===== src/rtl/cpf_pkg.sv =====
`timescale 1ns / 1ps
// Shared types and constants for the class 1 input frame parser.
// No dependencies; used by every module under rtl.
package cpf_pkg;

    // Status codes reported with the frame end
    localparam logic [2:0] ST_OK         = 3'd0;
    localparam logic [2:0] ST_TRUNC      = 3'd1;
    localparam logic [2:0] ST_SHORT_ADDR = 3'd2;
    localparam logic [2:0] ST_SHORT_DATA = 3'd3;
    localparam logic [2:0] ST_NO_ADDR    = 3'd4;
    localparam logic [2:0] ST_NO_DATA    = 3'd5;

    // Item body layout
    localparam logic [15:0] ID_BYTES       = 16'd4;
    localparam logic [15:0] DATA_HDR_SHORT = 16'd2;
    localparam logic [15:0] DATA_HDR_LONG  = 16'd6;

    // Configuration reset values
    localparam logic [15:0] ADDR_TYPE_RESET = 16'h8002;
    localparam logic [15:0] DATA_TYPE_RESET = 16'h00B1;

    typedef struct packed {
        logic [7:0] in_byte;
        logic       frame_end;
    } t_in_item;

    typedef struct packed {
        logic        payload_valid;
        logic [7:0]  payload_byte;
        logic        payload_first;
        logic        done_res;
        logic [2:0]  status;
        logic [31:0] conn_id;
        logic [15:0] payload_length;
    } t_out_item;

    typedef struct packed {
        logic [15:0] address_item_type;
        logic [15:0] data_item_type;
        logic        skip_ri;
    } t_cfg;

endpackage


===== src/rtl/cpf_parser_core.sv =====
`timescale 1ns / 1ps
// Frame parser state and its single-pass next-state logic.
// Depends on cpf_pkg for item, configuration and status types.
module cpf_parser_core (
    input  logic                i_clk,
    input  logic                i_rst_n,
    input  cpf_pkg::t_cfg       i_cfg,
    input  logic                i_accept,
    input  cpf_pkg::t_in_item   i_item,
    output logic                o_push,
    output cpf_pkg::t_out_item  o_result
);

    localparam logic [2:0] PH_COUNT    = 3'd0;
    localparam logic [2:0] PH_HEADER   = 3'd1;
    localparam logic [2:0] PH_BODY     = 3'd2;
    localparam logic [2:0] PH_FINISHED = 3'd3;
    localparam logic [2:0] PH_ERROR    = 3'd4;

    logic [2:0]  r_phase, n_phase;
    logic [1:0]  r_hdr_idx, n_hdr_idx;
    logic [15:0] r_items_left, n_items_left;
    logic [15:0] r_type, n_type;
    logic [15:0] r_len, n_len;
    logic [15:0] r_pos, n_pos;
    logic [31:0] r_id, n_id;
    logic        r_seen_addr, n_seen_addr;
    logic        r_seen_data, n_seen_data;
    logic [2:0]  r_error, n_error;
    logic [15:0] r_last_len, n_last_len;

    logic [15:0] hdr_len;
    logic        item_end;
    logic        pv;
    logic        pf;
    logic [2:0]  st;

    assign hdr_len = i_cfg.skip_ri ? cpf_pkg::DATA_HDR_LONG : cpf_pkg::DATA_HDR_SHORT;

    // Work out the next state and the result for the item on the input
    always_comb begin
        n_phase      = r_phase;
        n_hdr_idx    = r_hdr_idx;
        n_items_left = r_items_left;
        n_type       = r_type;
        n_len        = r_len;
        n_pos        = r_pos;
        n_id         = r_id;
        n_seen_addr  = r_seen_addr;
        n_seen_data  = r_seen_data;
        n_error      = r_error;
        n_last_len   = r_last_len;
        item_end     = 1'b0;
        pv           = 1'b0;
        pf           = 1'b0;
        st           = cpf_pkg::ST_OK;

        case (r_phase)
            PH_COUNT: begin
                if (r_hdr_idx == 2'd0) begin
                    n_items_left = {8'd0, i_item.in_byte};
                    n_hdr_idx    = 2'd1;
                end else begin
                    n_items_left = {i_item.in_byte, r_items_left[7:0]};
                    n_hdr_idx    = 2'd0;
                    n_phase      = (n_items_left == 16'd0) ? PH_FINISHED : PH_HEADER;
                end
            end
            PH_HEADER: begin
                case (r_hdr_idx)
                    2'd0:    n_type = {8'd0, i_item.in_byte};
                    2'd1:    n_type = {i_item.in_byte, r_type[7:0]};
                    2'd2:    n_len  = {8'd0, i_item.in_byte};
                    default: n_len  = {i_item.in_byte, r_len[7:0]};
                endcase
                if (r_hdr_idx == 2'd3) begin
                    // Header complete: check the item against its minimum length
                    n_hdr_idx = 2'd0;
                    n_pos     = 16'd0;
                    if (n_type == i_cfg.address_item_type) begin
                        if (n_len < cpf_pkg::ID_BYTES) begin
                            n_error = cpf_pkg::ST_SHORT_ADDR;
                        end else begin
                            n_seen_addr = 1'b1;
                        end
                    end else if (n_type == i_cfg.data_item_type) begin
                        if (n_len < hdr_len) begin
                            n_error = cpf_pkg::ST_SHORT_DATA;
                        end else begin
                            n_seen_data = 1'b1;
                            n_last_len  = n_len - hdr_len;
                        end
                    end
                    if (n_len == 16'd0) begin
                        item_end = 1'b1;
                    end else begin
                        n_phase = PH_BODY;
                    end
                end else begin
                    n_hdr_idx = r_hdr_idx + 2'd1;
                end
            end
            PH_BODY: begin
                if (r_error == cpf_pkg::ST_OK) begin
                    if (r_type == i_cfg.address_item_type) begin
                        if (r_pos < cpf_pkg::ID_BYTES) begin
                            n_id[{r_pos[1:0], 3'b000} +: 8] = i_item.in_byte;
                        end
                    end else if (r_type == i_cfg.data_item_type) begin
                        if (r_pos >= hdr_len) begin
                            pv = 1'b1;
                            pf = (r_pos == hdr_len);
                        end
                    end
                end
                n_pos = r_pos + 16'd1;
                if (n_pos >= r_len) begin
                    item_end = 1'b1;
                end
            end
            default: begin
            end
        endcase

        // Close the item: drop into the error phase or move to the next item
        if (item_end) begin
            if (n_error != cpf_pkg::ST_OK) begin
                n_phase = PH_ERROR;
            end else begin
                n_items_left = r_items_left - 16'd1;
                n_phase      = (n_items_left == 16'd0) ? PH_FINISHED : PH_HEADER;
                n_hdr_idx    = 2'd0;
            end
        end

        // Frame status, by priority
        if (n_error != cpf_pkg::ST_OK) begin
            st = n_error;
        end else if (n_phase != PH_FINISHED) begin
            st = cpf_pkg::ST_TRUNC;
        end else if (!n_seen_addr) begin
            st = cpf_pkg::ST_NO_ADDR;
        end else if (!n_seen_data) begin
            st = cpf_pkg::ST_NO_DATA;
        end

        o_result.payload_valid  = pv;
        o_result.payload_byte   = pv ? i_item.in_byte : 8'd0;
        o_result.payload_first  = pf;
        o_result.done_res       = i_item.frame_end;
        o_result.status         = i_item.frame_end ? st : cpf_pkg::ST_OK;
        o_result.conn_id        = i_item.frame_end ? n_id : 32'd0;
        o_result.payload_length = i_item.frame_end ? n_last_len : 16'd0;

        // Rearm for the next frame
        if (i_item.frame_end) begin
            n_phase      = PH_COUNT;
            n_hdr_idx    = 2'd0;
            n_items_left = 16'd0;
            n_type       = 16'd0;
            n_len        = 16'd0;
            n_pos        = 16'd0;
            n_id         = 32'd0;
            n_seen_addr  = 1'b0;
            n_seen_data  = 1'b0;
            n_error      = cpf_pkg::ST_OK;
            n_last_len   = 16'd0;
        end
    end

    assign o_push = i_accept && (pv || i_item.frame_end);

    // Advance the state on each accepted item
    always_ff @(posedge i_clk) begin
        if (!i_rst_n) begin
            r_phase      <= PH_COUNT;
            r_hdr_idx    <= 2'd0;
            r_items_left <= 16'd0;
            r_type       <= 16'd0;
            r_len        <= 16'd0;
            r_pos        <= 16'd0;
            r_id         <= 32'd0;
            r_seen_addr  <= 1'b0;
            r_seen_data  <= 1'b0;
            r_error      <= cpf_pkg::ST_OK;
            r_last_len   <= 16'd0;
        end else if (i_accept) begin
            r_phase      <= n_phase;
            r_hdr_idx    <= n_hdr_idx;
            r_items_left <= n_items_left;
            r_type       <= n_type;
            r_len        <= n_len;
            r_pos        <= n_pos;
            r_id         <= n_id;
            r_seen_addr  <= n_seen_addr;
            r_seen_data  <= n_seen_data;
            r_error      <= n_error;
            r_last_len   <= n_last_len;
        end
    end

    // A frame end leaves the parser rearmed
    a_rearm: assert property (@(posedge i_clk) disable iff (!i_rst_n)
        (i_accept && i_item.frame_end) |=>
            (r_phase == PH_COUNT && r_error == cpf_pkg::ST_OK && !r_seen_addr))
        else $error("parser not rearmed after frame end");

    // A latched error only lives in the body or error phase
    a_error_phase: assert property (@(posedge i_clk) disable iff (!i_rst_n)
        (r_error != cpf_pkg::ST_OK) |-> (r_phase == PH_BODY || r_phase == PH_ERROR))
        else $error("error code outside body or error phase");

    // The first payload marker comes only with a payload byte
    a_first_valid: assert property (@(posedge i_clk) disable iff (!i_rst_n)
        (o_push && o_result.payload_first) |-> o_result.payload_valid)
        else $error("payload_first without payload_valid");

endmodule


===== src/rtl/cpf_out_fifo.sv =====
`timescale 1ns / 1ps
// Two-entry result queue between the parser and the output channel.
// Depends on cpf_pkg for the result item type.
module cpf_out_fifo (
    input  logic                i_clk,
    input  logic                i_rst_n,
    input  logic                i_push,
    input  cpf_pkg::t_out_item  i_data,
    output logic                o_full,
    output logic                o_valid,
    input  logic                i_ready,
    output cpf_pkg::t_out_item  o_data
);

    cpf_pkg::t_out_item r_mem [2];
    logic       r_wr_ptr;
    logic       r_rd_ptr;
    logic [1:0] r_count;
    logic       pop;

    assign o_valid = (r_count != 2'd0);
    assign o_full  = (r_count == 2'd2);
    assign o_data  = r_mem[r_rd_ptr];
    assign pop     = o_valid && i_ready;

    // Store pushed items
    always_ff @(posedge i_clk) begin
        if (i_push) begin
            r_mem[r_wr_ptr] <= i_data;
        end
    end

    // Track pointers and fill level
    always_ff @(posedge i_clk) begin
        if (!i_rst_n) begin
            r_wr_ptr <= 1'b0;
            r_rd_ptr <= 1'b0;
            r_count  <= 2'd0;
        end else begin
            if (i_push) begin
                r_wr_ptr <= ~r_wr_ptr;
            end
            if (pop) begin
                r_rd_ptr <= ~r_rd_ptr;
            end
            case ({i_push, pop})
                2'b10:   r_count <= r_count + 2'd1;
                2'b01:   r_count <= r_count - 2'd1;
                default: r_count <= r_count;
            endcase
        end
    end

    a_no_overflow: assert property (@(posedge i_clk) disable iff (!i_rst_n)
        i_push |-> !o_full)
        else $error("result pushed into a full queue");

    a_fill_step: assert property (@(posedge i_clk) disable iff (!i_rst_n)
        (i_push && !pop) |=> (r_count == $past(r_count) + 2'd1))
        else $error("fill level did not follow a push");

    a_fill_max: assert property (@(posedge i_clk) disable iff (!i_rst_n)
        r_count != 2'd3)
        else $error("fill level beyond two entries");

endmodule


===== src/rtl/cpf_class1_input_frame_parser_top.sv =====
`timescale 1ns / 1ps
// Top level of the class 1 input frame parser: configuration registers,
// parser core and result queue. Depends on cpf_pkg, cpf_parser_core, cpf_out_fifo.
//
//  Channel   Direction  Handshake               Payload
//  in        input      i_in_valid/o_in_ready   i_in_data   (t_in_item)
//  out       output     o_out_valid/i_out_ready o_out_data  (t_out_item)
//  cfg       input      i_cfg_we                i_cfg_index, i_cfg_wdata
//
// One frame byte is taken every cycle while o_in_ready is high; each byte is
// parsed in the cycle it is accepted and its result, if any, is written into a
// two-entry queue at that edge and offered on out from the next cycle.
// o_in_ready drops only while both queue entries hold results waiting on out.
// Reset is synchronous, active low, and clears parser state, queue and
// configuration to their defaults; no clearing pass is needed.
module cpf_class1_input_frame_parser_top (
    input  logic                i_clk,
    input  logic                i_rst_n,
    input  logic                i_in_valid,
    output logic                o_in_ready,
    input  cpf_pkg::t_in_item   i_in_data,
    output logic                o_out_valid,
    input  logic                i_out_ready,
    output cpf_pkg::t_out_item  o_out_data,
    input  logic                i_cfg_we,
    input  logic [1:0]          i_cfg_index,
    input  logic [15:0]         i_cfg_wdata
);

    localparam logic [1:0] CFG_ADDR_TYPE = 2'd0;
    localparam logic [1:0] CFG_DATA_TYPE = 2'd1;
    localparam logic [1:0] CFG_SKIP_RI   = 2'd2;

    cpf_pkg::t_cfg      r_cfg;
    cpf_pkg::t_out_item result;
    logic               accept;
    logic               push;
    logic               full;

    // Configuration writes; unknown indexes are dropped
    always_ff @(posedge i_clk) begin
        if (!i_rst_n) begin
            r_cfg.address_item_type <= cpf_pkg::ADDR_TYPE_RESET;
            r_cfg.data_item_type    <= cpf_pkg::DATA_TYPE_RESET;
            r_cfg.skip_ri           <= 1'b0;
        end else if (i_cfg_we) begin
            case (i_cfg_index)
                CFG_ADDR_TYPE: r_cfg.address_item_type <= i_cfg_wdata;
                CFG_DATA_TYPE: r_cfg.data_item_type    <= i_cfg_wdata;
                CFG_SKIP_RI:   r_cfg.skip_ri           <= i_cfg_wdata[0];
                default: begin
                end
            endcase
        end
    end

    assign o_in_ready = !full;
    assign accept     = i_in_valid && o_in_ready;

    cpf_parser_core u_core (
        .i_clk    (i_clk),
        .i_rst_n  (i_rst_n),
        .i_cfg    (r_cfg),
        .i_accept (accept),
        .i_item   (i_in_data),
        .o_push   (push),
        .o_result (result)
    );

    cpf_out_fifo u_fifo (
        .i_clk   (i_clk),
        .i_rst_n (i_rst_n),
        .i_push  (push),
        .i_data  (result),
        .o_full  (full),
        .o_valid (o_out_valid),
        .i_ready (i_out_ready),
        .o_data  (o_out_data)
    );

endmodule

===== config.mk =====
export PLATFORM = sky130hd
export DESIGN_NAME = cpf_class1_input_frame_parser_top
export DESIGN_NICKNAME = d
export VERILOG_FILES = /design/src/rtl/cpf_pkg.sv /design/src/rtl/cpf_parser_core.sv /design/src/rtl/cpf_out_fifo.sv /design/src/rtl/cpf_class1_input_frame_parser_top.sv
export SDC_FILE = /design/constraint.sdc
export NUM_CORES = 1
export LEC_CHECK = 0
export BUFFER_PORTS_ARGS = -buffer_cell sky130_fd_sc_hd__clkbuf_2
export CAP_MARGIN = 20
export CORE_MARGIN = 2
export CORE_UTILIZATION = 35
export DETAILED_ROUTE_END_ITERATION = 6
export GPL_TIMING_DRIVEN = 0
export PLACE_DENSITY_LB_ADDON = 0.2
export SKIP_CTS_REPAIR_TIMING = 1
export SKIP_LAST_GASP = 1
export SYNTH_ARGS = -nofsm -noshare
export SYNTH_HDL_FRONTEND = slang
export SYNTH_SLANG_ARGS = --single-unit

===== constraint.sdc =====
create_clock -name i_clk -period 6.24 [get_ports i_clk]
set_clock_uncertainty 0.05 [all_clocks]
set_input_delay 1.248 -clock i_clk [delete_from_list [all_inputs] [get_ports i_clk]]
set_output_delay 1.248 -clock i_clk [all_outputs]
set_load 0.05 [all_outputs]

==> results summary, run 1 <==
The average instance in the mapped netlist occupies about 9.4 µm². The met2 demand-to-capacity share in global routing came out at 33.1%. The largest fanout of any net on the critical path came out at 8.

The first-pass GRT wire length came out at 70,200 µm. The area fraction in compound gates after synthesis came out at around 16%. The vertical die dimension came out at 210 µm. Summed over all nets, the half-perimeter wirelength after detailed placement is 32,900 µm. The number of sinks handled by clock tree synthesis came out at 284. The starting utilization of the core area came out at 35.3%. After clock tree synthesis, the clock-pin slew on the worst setup and hold paths is approximately 0.060 ns.

Counting flops and latches in the post-synthesis netlist gives 284. The latest clock arrival within the worst-skew pair came out at between 0.5 and 0.6 ns. The cell area after technology mapping is 14,800 µm². The sequential area share after synthesis came out at 46.9%. The standard cell core area came out at around 42,000 µm².

The multi-input combinational cells in the finished layout cover a total of 7240 µm². The flow ran to the end, and the final reports show no timing, DRC or antenna violations. Yosys printed 0 warnings. The fraction of layout cells with a size suffix above 1 is 14.6%. The combined global-route utilization of all metal layers is roughly 21%. The detailed-routing iteration count for the pre-antenna-repair pass came out at 5.

The relative slew slack came out at 21.4%. The proportion of synthesized flip-flops having asynchronous set or reset came out at 0%. The area of the die is 43,900 µm². The global routing usage on met3 is under 10%. The max-capacitance violation count came out at 0.

From synthesis to final layout, the design area changed by 15.8%. The buffer levels on the longest clock path came out at 3. The number of failing hold endpoints at the final stage is 0. Dividing the detail-routed wire length by the instance count gives 20.0 µm. The number of antenna violations at the first check in global routing came out at 0.

The final critical path takes up between 80% and 90% of the cycle. The post-synthesis adder-cell area fraction is roughly 2.8%. By startpoint and endpoint, the worst setup path is classified as reg2reg. The number of vias in the routed layout came out at 12,339. The first routing iteration left 1,142 violations. The post-synth net total is between 1,500 and 2,000. STA classifies the critical path endpoint as a register. The power density of the placed cells is 304 nW/µm². Setup repair after global routing left no endpoint under its margin. The number of H-tree branching levels is 2.

For this run the aggregate overflow at the end of global routing stands at 0. Ranked by total cell area, the synthesized netlist is headed by edfxtp_1 (25%), dfxtp_1 (22%), nor2_1 (5.6%), mux2_2 (4.9%), nand2_1 (4.3%). The cell total after placement is 2,212. TritonCTS built the clock tree.

Of the total synthesized cell area, the portion taken by AND, OR, NAND and NOR gates is 18.7%. The die boundary width is 210 µm. The highest clock rate came out at 180 MHz. The final-layout worst hold slack came out at 0.402 ns. The worst IR drop on VDD is 0.142 mV. The total CTS buffers is 35.

For the worst setup path, the data arrival time is about 5.8 ns. Setup violations remaining at the end of the flow were counted as 0. The synthesized netlist devotes roughly 5.4% of its cell area to XOR and XNOR gates. Among all flip-flop cells after synthesis, the most frequent one is dfxtp_1. The count of antenna diodes in the layout came out at 0.

The number of flops mapped to enable cells by yosys is 124. The total detailed-routing wirelength came out at 45,500 µm. The area occupied by registers is roughly 7000 µm². The total of buffers placed on input and output ports came out at 89.

The dominant cell by count in the synthesized netlist is nor2_1. For this run, design rule violations remaining after detail routing come to 0. The netlist uses 86 different library cells.

Entering global routing, the biggest net connects 30 pins. The layer flagged by global routing as most heavily used is met2. The sort of element at the start of the critical path is a register. The multiplexer share of the synthesized area came out at 6.03%. The number of fill cells in the layout came out at between 4,000 and 5,000. The met1 usage came out at ~28%. The tightest min-delay check is of the reg2reg type. CTS placed an instance of clkbuf_16 at the clock tree root.

The largest area contributor in the netlist is edfxtp_1. The time the final worst path needs with I/O delays and setup is 5.56 ns. The number of pins with negative max-slew slack in the final report is 0. The fraction of synthesized cell area taken by the top area cell type came out at 25.2%. The number of global-route vias before repair came to 11,992. The finished layout holds approximately 2,300 standard cells, fillers aside. For this run, the post-layout net count is 1,775. The total number of placement rows is 75. The endpoint required time on the critical path is 6.46 ns. The transition time at the pin with the least slew margin is 1.18 ns.

By count the netlist is led by nor2_1 (219), nand2_1 (171), dfxtp_1 (160). In this run the remaining antenna-violating nets after routing total 0. 96 I/O pins were placed. Counting every instance in the synthesized netlist gives roughly 1,600. After synthesis, the largest family of logic cells by area is simple AND/OR/NAND/NOR gates. The standby leakage power came out at 6.33 nW.

The final weighted congestion in routability-driven placement is 0.923. The per-cell via count in the routed design came out at 5.42.
sequential cells by signal, summed over array words and instances (netlist names), named ones only:
name	flops
r_cfg	33
u_fifo.r_wr_ptr	1
u_core.r_error	3
u_core.r_len	16
u_core.r_items_left	16
u_core.r_phase	3
u_core.r_hdr_idx	2
u_core.r_seen_addr	1
u_core.r_id	32
u_core.r_pos	16
u_core.r_seen_data	1
u_core.r_type	16
u_core.r_last_len	16
u_fifo.r_mem	124
u_fifo.r_count	2
u_fifo.r_rd_ptr	1
metal layers:
layer	wire (µm)	part of all wire [%]	up-vias
li1	-	-	5939
met1	20600	45	5959
met2	20800	46	365
met3	2980	6.5	76
met4	1160	2.5	0
met5	0	0	-
layout by cell type (no fill, tap or decap), types with 9 or more instances in the layout:
cell type	Yosys	final
nor2_1	219	217
nand2_1	171	171
dfxtp_1	160	160
edfxtp_1	124	124
clkbuf_1	93	102
a21oi_1	92	92
clkbuf_2	0	89
a22oi_1	83	83
mux2_2	64	64
xor2_1	49	49
xnor2_1	42	42
o21ai_0	42	42
clkbuf_16	0	36
inv_1	34	34
nand3_1	33	33
ha_1	31	31
nor3_1	25	25
and2_1	22	22
nor4_1	20	20
and3_1	19	19
mux2i_1	17	17
o31ai_1	14	14
buf_2	13	13
nand4_1	11	11
nand3b_1	11	11
o211ai_1	10	10
o22ai_1	10	10
a21o_1	10	10
a31oi_1	9	9
nor3b_1	9	9
cell families after synthesis:
logic type / after synthesis
AND/OR/NAND/NOR: 586
AO/OA/AOI/OAI: 349
flip-flops: 284
buffers and inverters: 154
XOR/XNOR: 91
multiplexers: 81
adder cells (fa/ha/maj): 32
report_power, final:
| group | internal, mW | switching [mW] |
|---|---|---|
| clock network | 1.14 | 0.801 |
| registers | 2.01 | 0.0371 |
| logic | 0.340 | 0.869 |
| total | 3.49 | 1.71 |
worst max-delay path, stage by stage (launching register included):
cell      delay, ns
dfxtp_1        0.48
ha_1           0.27
and3_1         0.25
and3_1         0.27
and3_1         0.26
and3_1         0.17
clkbuf_1       0.23
xor2_1         0.12
ha_1           0.33
nand4_1        0.12
a211oi_1       0.25
a211oi_1       0.12
o21ai_0        0.46
a22oi_2        0.21
a311o_1        0.47
nor4_1         0.42
o21ai_0        0.25
o41ai_1        0.54
per-stage QoR:
stage	util [%]	instance area (µm²)	total power, mW	TNS (ns)	setup WS (ns)
6_report	40.9	17100	5.20	0	0.676
5_1_grt	40.9	17100	5.40	0	0.263
4_1_cts	40.9	17100	5.25	0	0.706
3_5_place_dp	38.3	16000	3.30	0	0.895
3_3_place_gp	38.0	15900	3.29	-187.83	-1.53
2_1_floorplan	-	14800	2.98	0	1.17
cell type report:
type | count | area share (%)
Buffer | 116 | 2.81
Clock buffer | 48 | 5.70
Clock inverter | 14 | 0.636
Inverter | 38 | 0.840
Multi-Input combinational cell | 1139 | 42.3
Sequential cell | 284 | 40.5
Tap cell | 539 | 3.94
Timing Repair Buffer | 97 | 3.31
path summary, 6_finish.rpt:
kind / to / cells past startpoint / slack, ns / startpoint
setup / recovery: u_fifo.r_mem[0][50]$_DFFE_PP_ / 17 / 0.68 / u_core.r_pos[0]$_SDFFE_PN0P_
hold reg to reg: u_core.r_last_len[1]$_SDFFE_PN0P_ / 2 / 0.40 / u_core.r_last_len[1]$_SDFFE_PN0P_
hold / removal: u_core.r_last_len[1]$_SDFFE_PN0P_ / 2 / 0.40 / u_core.r_last_len[1]$_SDFFE_PN0P_
setup reg to reg: u_fifo.r_mem[0][50]$_DFFE_PP_ / 17 / 0.68 / u_core.r_pos[0]$_SDFFE_PN0P_
(Power assumes the default switching activity.)
==> inputs of run 2 (changes only) <==
- clock period: 6.24 -> 5 ns (I/O delays scaled with it)
==> results summary, run 2 (same netlist as run 1, synthesis figures left out) <==
The average wire per standard cell came out at 20.0 µm (about the same). The final weighted congestion in routability-driven placement came out at 0.923 (unchanged). The arrival time at the worst endpoint came out at 5.11 ns (was 5.79 ns). The final cycle utilization of the critical path came to 94.1% (was 89.2%).

The highest clock rate is 213 MHz (was 180 MHz). The sequential share of power was 39.4% (about the same). The buffer levels on the longest clock path came out at 3 (unchanged).

The die boundary width is 210 µm (unchanged). The flip-flop count of the largest register, all copies and words added is 124 (unchanged). RSZ-0062 raised after global routing: no (unchanged). The worst flop-to-flop path endpoint is u_core.r_items_left[4]$_SDFFE_PN0P_ (was u_fifo.r_mem[0][50]$_DFFE_PP_).

The largest fanout of any net on the critical path came to 8 (unchanged). The sink of the worst hold path is u_core.r_last_len[1]$_SDFFE_PN0P_ (unchanged). The internal power contribution is 4.36 mW (was 3.49 mW).

The count of antenna diodes in the layout came out at 0 (unchanged). The setup total negative slack was 0 ns (unchanged). Result of the run: complete, no violations (unchanged). The CTS tree is yes (unchanged). The register-to-register path setup slack came out at 0.30 ns (was 0.68 ns). The combinational cell fraction of total power came out at 23.3% (about the same). The number of cells on the worst hold path came out at 2 (unchanged). The kind of capture point of the worst setup path is a register (unchanged).

The total number of placement rows is 75 (unchanged). Leading cell types in the layout, fill and taps excluded: nor2_1 (217), nand2_1 (171), dfxtp_1 (157), edfxtp_1 (124), clkbuf_1 (98) (was nor2_1 (217), nand2_1 (171), dfxtp_1 (160), edfxtp_1 (124), clkbuf_1 (102)). The share of total power consumed by net switching is 32.9% (about the same).

The maximum number of pins on one net before global-route repair came out at 30 (unchanged). The final antenna-violating net count came to 0 (unchanged). The total detailed-routing wirelength came out at 45,500 µm (about the same). The remaining global-route overflow came to 0 (unchanged). The standard cell core area came out at 41,900 µm² (unchanged). The number of primary I/O pins came to 96 (unchanged). The proportion of power drawn by the clock network came out at 37.3% (was 37.4%). The starting utilization of the core area came to 35.3% (unchanged). The number of failing hold endpoints at the final stage came out at 0 (unchanged). The total of buffers placed on input and output ports came out at 89 (unchanged). The final cell count without fillers came out at 2,273 (was 2,275). The DRC violation count after routing came to 0 (unchanged). The combined global-route utilization of all metal layers came to 20.6% (unchanged). The number of sinks handled by clock tree synthesis is 284 (unchanged). The source of the worst register-to-register timing path is u_core.r_pos[0]$_SDFFE_PN0P_ (unchanged).

The clock transition at the register clock pins on the worst setup and hold paths after CTS is 0.06 ns (about the same). The vertical die dimension came out at 210 µm (unchanged). The summed area of non-filler cells in the final layout came out at 17,100 µm² (about the same). The number of cell instances on the worst register-to-register path came to 17 (unchanged). The max-capacitance violation count came out at 0 (unchanged).

The commonest non-fill, non-tap cell in the layout was nor2_1 (unchanged). The total CTS buffers came to 35 (unchanged). The post-route total power is 6.49 mW (was 5.20 mW). The power density of the placed cells was 379 nW/µm² (was 304 nW/µm²). The transition time at the pin with the least slew margin came to 1.16 ns (was 1.18 ns). Largest registers in the final layout: u_fifo.r_mem (124), r_cfg (33), u_core.r_id (32) (unchanged).

The net switching power was 2.13 mW (was 1.71 mW). The total half-perimeter wirelength after legalization and detailed placement was 32,900 µm (unchanged). The sort of element at the start of the critical path is a register (unchanged). The kind of critical path is reg2reg (unchanged). The latest clock arrival within the worst-skew pair came out at 0.55 ns (about the same). The detailed-routing iteration count for the pre-antenna-repair pass is 5 (unchanged). The CTS root buffer is clkbuf_16 (unchanged). The number of vias in the routed layout was 12,303 (was 12,339). The first-pass GRT wire length came out at 70,200 µm (unchanged). The area of the die is 43,900 µm² (unchanged). The startpoint of the lowest-slack hold path is u_core.r_last_len[1]$_SDFFE_PN0P_ (unchanged).

The fraction of layout cells with a size suffix above 1 is 15.2% (was 14.6%). The area growth from synthesis to layout was 16.0% (was 15.8%). The number of global-route vias before repair was 11,992 (unchanged). The number of pins with negative max-slew slack in the final report came to 0 (unchanged). The path type of the worst min-delay path is reg2reg (unchanged). The number of nets in the final layout is 1,773 (was 1,775). The per-cell via count in the routed design was 5.41 (was 5.42). The number of DRC violations after detailed-routing iteration 0 came out at 1,073 (was 1,142). The worst setup path startpoint is u_core.r_pos[0]$_SDFFE_PN0P_ (unchanged). The relative slew slack came to 22.4% (was 21.4%). The endpoint required time on the critical path is 5.40 ns (was 6.46 ns). The total placed instance area is 16,000 µm² (unchanged). The final count of negative-setup-slack endpoints came out at 0 (unchanged). The time the final worst path needs with I/O delays and setup came out at 4.70 ns (was 5.56 ns). The number of antenna violations at the first check in global routing is 0 (unchanged). The number of H-tree branching levels came out at 2 (unchanged). The end-of-flow core utilization is 41.0% (was 40.9%).

The worst IR drop on VDD is 0.177 mV (was 0.142 mV). The cell total after placement is 2,212 (unchanged). The top register by number of flip-flops is u_fifo.r_mem (unchanged). The standby leakage power is 6.34 nW (was 6.33 nW).
[run 2: cell types whose count changed in the layout (fill, tap and decap cells not counted), moves of 2 or more]
cell	delta
clkbuf_1	-4
dfxtp_1	-3
dfxtp_2	+3
clkbuf_2	+2
[run 2: layout make-up]
cell class | instances | area [µm²]
plain buffers | 114 | 477
clock buffers | 48 | 976
clock inverters | 14 | 109
fillers | 4243 | 24700
inverters | 38 | 144
multi-input cells | 1139 | 7270
flip-flops and latches | 284 | 6930
well taps | 539 | 674
repair buffers | 97 | 567
[run 2: power groups by stage]
stage	sequential [mW]	combinational (mW)	clock (mW)
floorplan	2.60	1.13	0
global placement	2.61	1.50	0
detailed placement	2.60	1.52	0
CTS	2.56	1.53	2.47
global route	2.56	1.61	2.57
finish	2.56	1.52	2.42
[run 2: metal layers]
| metal | wire (µm) | up-vias | track usage (%) |
|---|---|---|---|
| met3 | 3230 | 72 | 4.65 |
| met5 | 0 | - | 0 |
| met4 | 1090 | 0 | 6.11 |
| met2 | 20700 | 378 | 33.1 |
| met1 | 20400 | 5915 | 27.9 |
| li1 | - | 5938 | - |
[run 2: how the worst max path moves through the flow]
stage,to,cells after the start
2_1_floorplan,u_fifo.r_mem[0][0]$_DFFE_PP_,9
5_1_grt,u_core.r_items_left[4]$_SDFFE_PN0P_,17
6_report,u_core.r_items_left[4]$_SDFFE_PN0P_,17
4_1_cts,u_fifo.r_mem[1][50]$_DFFE_PP_,17
3_3_place_gp,u_fifo.r_mem[1][38]$_DFFE_PP_,9
3_5_place_dp,u_fifo.r_mem[1][50]$_DFFE_PP_,17
[run 2: per-stage QoR]
stage               setup slack, ns  hold slack [ns]
floorplan                   0.00124            0.382
global placement              -2.77            0.392
detailed placement           -0.345            0.393
CTS                          -0.534            0.402
global route                 0.0263            0.417
finish                        0.297            0.403
[run 2: critical path, stage by stage (launching register included)]
cell and delay, ns:
dfxtp_2 0.41, ha_1 0.25, and3_1 0.26, and3_1 0.27
and3_1 0.26, and3_2 0.28, xor2_1 0.09, ha_1 0.32
nand4_1 0.12, a211oi_1 0.25, a211oi_1 0.13, o21ai_2 0.24
a22oi_2 0.15, a311o_2 0.49, or2_1 0.22, buf_2 0.17
or4_1 0.43, a41oi_2 0.21
